`src/rtl/core/indexed_min_heap_macros.svh`:
```
// Assertion macros used by the heap controller RTL.
`ifndef INDEXED_MIN_HEAP_MACROS_SVH
`define INDEXED_MIN_HEAP_MACROS_SVH

// Same-cycle implication, masked during reset.
`define IMH_ASSERT_IMP(label, clk, rstn, ante, cons) \
    label: assert property (@(posedge clk) disable iff (!(rstn)) (ante) |-> (cons)) \
        else $error("imh: same-cycle check failed");

// Next-cycle implication, masked during reset.
`define IMH_ASSERT_NXT(label, clk, rstn, ante, cons) \
    label: assert property (@(posedge clk) disable iff (!(rstn)) (ante) |=> (cons)) \
        else $error("imh: next-cycle check failed");

`endif

```
`src/rtl/core/imh_pkg.sv`:
```
package imh_pkg;

    localparam int MAX_NODES = 1024;
    localparam int NODE_W    = 10;
    localparam int KEY_BITS  = 31;
    localparam int SLOT_W    = $clog2(MAX_NODES + 1);
    localparam int ADDR_W    = $clog2(MAX_NODES);
    localparam int S_DATA_W  = 48;
    localparam int M_DATA_W  = 56;

    typedef logic [NODE_W-1:0]   node_t;
    typedef logic [KEY_BITS-1:0] key_t;
    typedef logic [SLOT_W-1:0]   slot_t;
    typedef logic [ADDR_W-1:0]   addr_t;

    typedef enum logic [2:0] {
        MODE_INSERT   = 3'd0,
        MODE_EXTRACT  = 3'd1,
        MODE_DECREASE = 3'd2,
        MODE_PEEK     = 3'd3,
        MODE_CLEAR    = 3'd4
    } mode_t;

    typedef enum logic [1:0] {
        STAT_OK      = 2'd0,
        STAT_EMPTY   = 2'd1,
        STAT_FULL    = 2'd2,
        STAT_ABSENT  = 2'd3
    } status_t;

    typedef enum logic [3:0] {
        ST_IDLE, ST_DECODE, ST_NS_CHK, ST_SLOT_CHK, ST_UP_RD, ST_UP_CMP,
        ST_EX_TOP, ST_EX_LAST, ST_DN_RD, ST_DN_LEFT, ST_DN_RIGHT, ST_DN_CMP,
        ST_PEEK, ST_DONE
    } state_t;

    typedef enum logic [2:0] {
        RD_NS, RD_PARENT, RD_ONE, RD_COUNT, RD_LEFT, RD_RIGHT
    } rd_sel_t;

    typedef enum logic [1:0] {
        WR_NONE, WR_UP, WR_DOWN, WR_FIN
    } wr_sel_t;

    typedef enum logic [2:0] {
        S_HOLD, S_NS, S_NEW, S_ONE, S_PARENT, S_CHILD
    } s_sel_t;

    typedef enum logic [1:0] {
        C_HOLD, C_INC, C_DEC, C_CLR
    } cnt_op_t;

    typedef struct packed {
        logic    load_in;
        logic    ns_rd;
        logic    slot_rd;
        rd_sel_t rd_sel;
        wr_sel_t wr_sel;
        s_sel_t  s_sel;
        cnt_op_t cnt_op;
        logic    load_mov_rd;
        logic    child_left;
        logic    child_right;
        logic    load_top;
        logic    set_status;
        status_t status_val;
        logic    res_load;
    } dp_cmd_t;

    typedef struct packed {
        mode_t mode;
        logic  node_bad;
        logic  cnt_zero;
        logic  cnt_one;
        logic  cnt_full;
        logic  s_ok;
        logic  slot_match;
        logic  s_gt1;
        logic  has_left;
        logic  has_right;
        logic  up_less;
        logic  dn_more;
        logic  out_full;
    } dp_stat_t;

endpackage

```
`src/rtl/core/imh_ctrl.sv`:
```
`include "indexed_min_heap_macros.svh"

module imh_ctrl (
    input  logic              aclk,
    input  logic              aresetn,
    input  logic              in_valid,
    output logic              in_ready,
    input  imh_pkg::dp_stat_t stat,
    output imh_pkg::dp_cmd_t  cmd
);
    import imh_pkg::*;

    state_t state_reg, state_next;

    always_ff @(posedge aclk) begin
        if (!aresetn) begin
            state_reg <= ST_IDLE;
        end else begin
            state_reg <= state_next;
        end
    end

    // next state
    always_comb begin
        state_next = state_reg;
        case (state_reg)
            ST_IDLE: begin
                if (in_valid) state_next = ST_DECODE;
            end
            ST_DECODE: begin
                case (stat.mode)
                    MODE_INSERT, MODE_DECREASE: begin
                        state_next = stat.node_bad ? ST_DONE : ST_NS_CHK;
                    end
                    MODE_EXTRACT: state_next = stat.cnt_zero ? ST_DONE : ST_EX_TOP;
                    MODE_PEEK:    state_next = stat.cnt_zero ? ST_DONE : ST_PEEK;
                    default:      state_next = ST_DONE;
                endcase
            end
            ST_NS_CHK: state_next = ST_SLOT_CHK;
            ST_SLOT_CHK: begin
                if (stat.s_ok && stat.slot_match) begin
                    state_next = ST_UP_RD;
                end else if (stat.mode == MODE_DECREASE || stat.cnt_full) begin
                    state_next = ST_DONE;
                end else begin
                    state_next = ST_UP_RD;
                end
            end
            ST_UP_RD:    state_next = stat.s_gt1 ? ST_UP_CMP : ST_DONE;
            ST_UP_CMP:   state_next = stat.up_less ? ST_UP_RD : ST_DONE;
            ST_EX_TOP:   state_next = stat.cnt_one ? ST_DONE : ST_EX_LAST;
            ST_EX_LAST:  state_next = ST_DN_RD;
            ST_DN_RD:    state_next = stat.has_left ? ST_DN_LEFT : ST_DONE;
            ST_DN_LEFT:  state_next = stat.has_right ? ST_DN_RIGHT : ST_DN_CMP;
            ST_DN_RIGHT: state_next = ST_DN_CMP;
            ST_DN_CMP:   state_next = stat.dn_more ? ST_DN_RD : ST_DONE;
            ST_PEEK:     state_next = ST_DONE;
            ST_DONE: begin
                if (!stat.out_full) state_next = ST_IDLE;
            end
            default: state_next = ST_IDLE;
        endcase
    end

    // commands
    always_comb begin
        cmd            = '0;
        cmd.rd_sel     = RD_NS;
        cmd.wr_sel     = WR_NONE;
        cmd.s_sel      = S_HOLD;
        cmd.cnt_op     = C_HOLD;
        cmd.status_val = STAT_OK;
        in_ready       = 1'b0;
        case (state_reg)
            ST_IDLE: begin
                in_ready    = 1'b1;
                cmd.load_in = in_valid;
            end
            ST_DECODE: begin
                case (stat.mode)
                    MODE_INSERT, MODE_DECREASE: begin
                        if (stat.node_bad) begin
                            cmd.set_status = 1'b1;
                            cmd.status_val = STAT_ABSENT;
                        end else begin
                            cmd.ns_rd = 1'b1;
                        end
                    end
                    MODE_EXTRACT, MODE_PEEK: begin
                        if (stat.cnt_zero) begin
                            cmd.set_status = 1'b1;
                            cmd.status_val = STAT_EMPTY;
                        end else begin
                            cmd.slot_rd = 1'b1;
                            cmd.rd_sel  = RD_ONE;
                        end
                    end
                    MODE_CLEAR: cmd.cnt_op = C_CLR;
                    default: ;
                endcase
            end
            ST_NS_CHK: begin
                cmd.s_sel   = S_NS;
                cmd.slot_rd = 1'b1;
                cmd.rd_sel  = RD_NS;
            end
            ST_SLOT_CHK: begin
                if (stat.s_ok && stat.slot_match) begin
                    // present: sift up from its own slot
                end else if (stat.mode == MODE_DECREASE) begin
                    cmd.set_status = 1'b1;
                    cmd.status_val = STAT_ABSENT;
                end else if (stat.cnt_full) begin
                    cmd.set_status = 1'b1;
                    cmd.status_val = STAT_FULL;
                end else begin
                    cmd.cnt_op = C_INC;
                    cmd.s_sel  = S_NEW;
                end
            end
            ST_UP_RD: begin
                if (stat.s_gt1) begin
                    cmd.slot_rd = 1'b1;
                    cmd.rd_sel  = RD_PARENT;
                end else begin
                    cmd.wr_sel = WR_FIN;
                end
            end
            ST_UP_CMP: begin
                if (stat.up_less) begin
                    cmd.wr_sel = WR_UP;
                    cmd.s_sel  = S_PARENT;
                end else begin
                    cmd.wr_sel = WR_FIN;
                end
            end
            ST_EX_TOP: begin
                cmd.load_top = 1'b1;
                cmd.cnt_op   = C_DEC;
                cmd.slot_rd  = 1'b1;
                cmd.rd_sel   = RD_COUNT;
            end
            ST_EX_LAST: begin
                cmd.load_mov_rd = 1'b1;
                cmd.s_sel       = S_ONE;
            end
            ST_DN_RD: begin
                if (stat.has_left) begin
                    cmd.slot_rd = 1'b1;
                    cmd.rd_sel  = RD_LEFT;
                end else begin
                    cmd.wr_sel = WR_FIN;
                end
            end
            ST_DN_LEFT: begin
                cmd.child_left = 1'b1;
                if (stat.has_right) begin
                    cmd.slot_rd = 1'b1;
                    cmd.rd_sel  = RD_RIGHT;
                end
            end
            ST_DN_RIGHT: cmd.child_right = 1'b1;
            ST_DN_CMP: begin
                if (stat.dn_more) begin
                    cmd.wr_sel = WR_DOWN;
                    cmd.s_sel  = S_CHILD;
                end else begin
                    cmd.wr_sel = WR_FIN;
                end
            end
            ST_PEEK: cmd.load_top = 1'b1;
            ST_DONE: cmd.res_load = !stat.out_full;
            default: ;
        endcase
    end

    `IMH_ASSERT_IMP(a_inc_not_full, aclk, aresetn, cmd.cnt_op == C_INC, !stat.cnt_full)
    `IMH_ASSERT_IMP(a_dec_not_empty, aclk, aresetn, cmd.cnt_op == C_DEC, !stat.cnt_zero)
    `IMH_ASSERT_NXT(a_accept_leaves_idle, aclk, aresetn, in_valid && in_ready, state_reg == ST_DECODE)
    `IMH_ASSERT_NXT(a_result_to_idle, aclk, aresetn, cmd.res_load, state_reg == ST_IDLE)

endmodule

```
`config.mk`:
```
export PLATFORM = sky130hd
export DESIGN_NAME = imh_ctrl
export DESIGN_NICKNAME = d
export VERILOG_FILES = /design/src/rtl/core/imh_pkg.sv /design/src/rtl/core/imh_ctrl.sv
export VERILOG_INCLUDE_DIRS = /design/src /design/src/rtl/core
export SDC_FILE = /design/constraint.sdc
export NUM_CORES = 1
export LEC_CHECK = 0
export ABC_AREA = 1
export BUFFER_PORTS_ARGS = -buffer_cell sky130_fd_sc_hd__buf_2
export CAP_MARGIN = 20
export CORE_MARGIN = 3
export CORE_UTILIZATION = 30
export DETAILED_ROUTE_END_ITERATION = 7
export HOLD_SLACK_MARGIN = 0.08
export PLACE_DENSITY = 0.6
export SETUP_SLACK_MARGIN = 0.2
export SKIP_CTS_REPAIR_TIMING = 1
export SYNTH_ARGS = -nofsm -noshare
export SYNTH_HDL_FRONTEND = slang
export SYNTH_SLANG_ARGS = --single-unit
```
`constraint.sdc`:
```
create_clock -name aclk -period 2.4 [get_ports aclk]
set_clock_uncertainty 0.1 [all_clocks]
set_input_delay 0.48 -clock aclk [delete_from_list [all_inputs] [get_ports aclk]]
set_output_delay 0.48 -clock aclk [all_outputs]
set_load 0.05 [all_outputs]
```
==> flow_summary.toml <==
[grt]
gr-usage-met1 = 0.220
top_usage_layer = "met2"
track_usage = 0.166
grt_pass1_wl_mm = 3.44
met3_usage = 0.0401
use_met2 = 0.278
grt_max_degree = 9
first_global_vias = 810
grt_overflow_total = 0
antenna_found_initial = 0

[finish]
largest_reg_flops = 4
layout-drive-gt1-share = 0.297
nFillCells = 209
n_antenna_cell = 0
post-route-util = 0.496
syn_to_final_growth_pct = 46.0
fin_nets = 195
mostFrequentLayoutCells = "nand2_1 (38), buf_2 (32), inv_1 (29), nor2_1 (23), clkbuf_4 (9)"
layout_commonest_cell = "nand2_1"

[route]
wl_mm = 2.20
num_vias = 959
wl_per_cell_um = 11.0
drc = 0
vias_per_cell = 4.80
drt_first_pass_iters = 5
ant_nets = 0
dr.first_iter.drc_count = 32

[logic_synthesis]
syn_inst = 133
syn_nets = 151
synth_area_per_cell_um2 = 4.74
ys_types = 15
yosysWarnings = 0
ys_seq_area_frac = 0.127
yosys_register_bits = 4
syn_area_um2 = 631

[timing]
setup_tns_ns = 0
rsz0062_at_grt = "no"
relSlewSlack = 0.805
setup_slack_ns = 0.308
final-setup-viol-count = 0
tightest_slew_ns = 0.291
final.period_utilization = 0.872
max_freq_mhz = 478
hold_viol = 0
fin_crit_ns = 2.09
drv_slew = 0

[setup_path]
crit_path_start_kind = "flop"
reg2reg_to = "state_reg[3]"
r2r_setup_slack_ns = 0.93
r2r_start = "state_reg[1]"
path_class = "flop to output port"
crit_start = "state_reg[1]"
worstSetupEndpoint = "cmd[2]"
crit_arrival_ns = 1.51
endpoint_kind = "output port"
worstPathRequired_ns = 1.82
worstRegToRegCells = 10
critPathMaxFanout = 6

[clocking]
cts_buffers = 3
cts_tree = "built"
clock_path_buffers = 2
clk_latency_ns = 0.24
path_clk_slew_ns = 0.04
cts_root_buf = "clkbuf_4"
cts_sinks = 4
htreeDepth = 1

[floorplan]
rows = 15
die_x_um = 51.8
die_h_um = 51.8
dieArea_mm2 = 0.00269
core_area_mm2 = 0.00186
io_pins = 40
initial_core_util = 0.339

[place]
pre_cts_slack_ns = 0.450
hpwl_mm = 1.89
port_buffers = 39
routabilityCongestion = 0.875

[hold_path]
timing.hold.worst.class = "input pin to flop"

[run]
drv_cap = 0

[power_and_ir_drop]
vdd_drop_max_mv = 0.608
leakage_nw = 0.613
power_density_mw_per_mm2 = 1150

[outcome]
status = "complete, no violations"
[worst min path at each step]
stage / startpoint / end / depth (start not counted)
after floorplan: aresetn / state_reg[2] / 2
after global routing: aresetn / state_reg[3] / 3
after global placement: aresetn / state_reg[2] / 3
after detailed placement: aresetn / state_reg[3] / 3
final: aresetn / state_reg[3] / 3
after CTS: aresetn / state_reg[3] / 3
[area by class of cell]
type / instances / area [um2] / share of cell area
multi-input combinational: 100 / 463 / 0.503
sequential: 4 / 82.6 / 0.0897
clock buffer: 3 / 22.5 / 0.0245
inverter: 29 / 109 / 0.118
timing repair buffer: 39 / 213 / 0.231
tap: 25 / 31.3 / 0.0340
[per-stage QoR]
step	hold slack (ns)	instance area (um2)	power [W]	std cells
5_1_grt	0.370	921	0.00114	200
6_report	0.365	921	0.00106	200
4_1_cts	0.359	886	0.00102	200
3_5_place_dp	0.602	863	0.000933	197
3_3_place_gp	0.600	863	0.000933	197
2_1_floorplan	0.478	637	0.000752	133
[cell usage after synthesis]
cell       instances  share of area
nand3b_1           2          0.024
a31oi_1            1         0.0099
o21ai_1            1         0.0079
inv_1             29           0.17
nand2_1           39           0.23
dfxtp_1            4           0.13
nand4_1            4          0.040
o2111ai_1          1          0.014
a21oi_1            5          0.040
o21ai_0            8          0.063
o21a_1             1          0.012
nor2_4             1          0.018
nor2_1            27           0.16
nand3_1            7          0.056
nor3_1             3          0.024
[per-layer routing]
metal	vias to the layer above	routed length, um
li1	501	-
met1	413	1010
met2	45	1020
met3	0	166
met4	0	0
met5	-	0
[power breakdown]
group	internal (W)	total (W)	switching, W
logic	0.000220	0.000839	0.000619
registers	0.0000968	0.000136	0.0000387
clock network	0.0000558	0.0000823	0.0000265
[logic make-up after synthesis]
family / synth area share
compound gates: 0.147
buf+inv: 0.173
flops: 0.127
simple gates: 0.554
[worst max-delay path: stages, from the launching register on]
cell	delay [ns]
dfxtp_2	0.40
nand2_2	0.11
inv_1	0.11
nand3_1	0.10
inv_1	0.10
o21ai_1	0.13
nand2_1	0.08
buf_2	0.25
(Power assumes the default switching activity.)
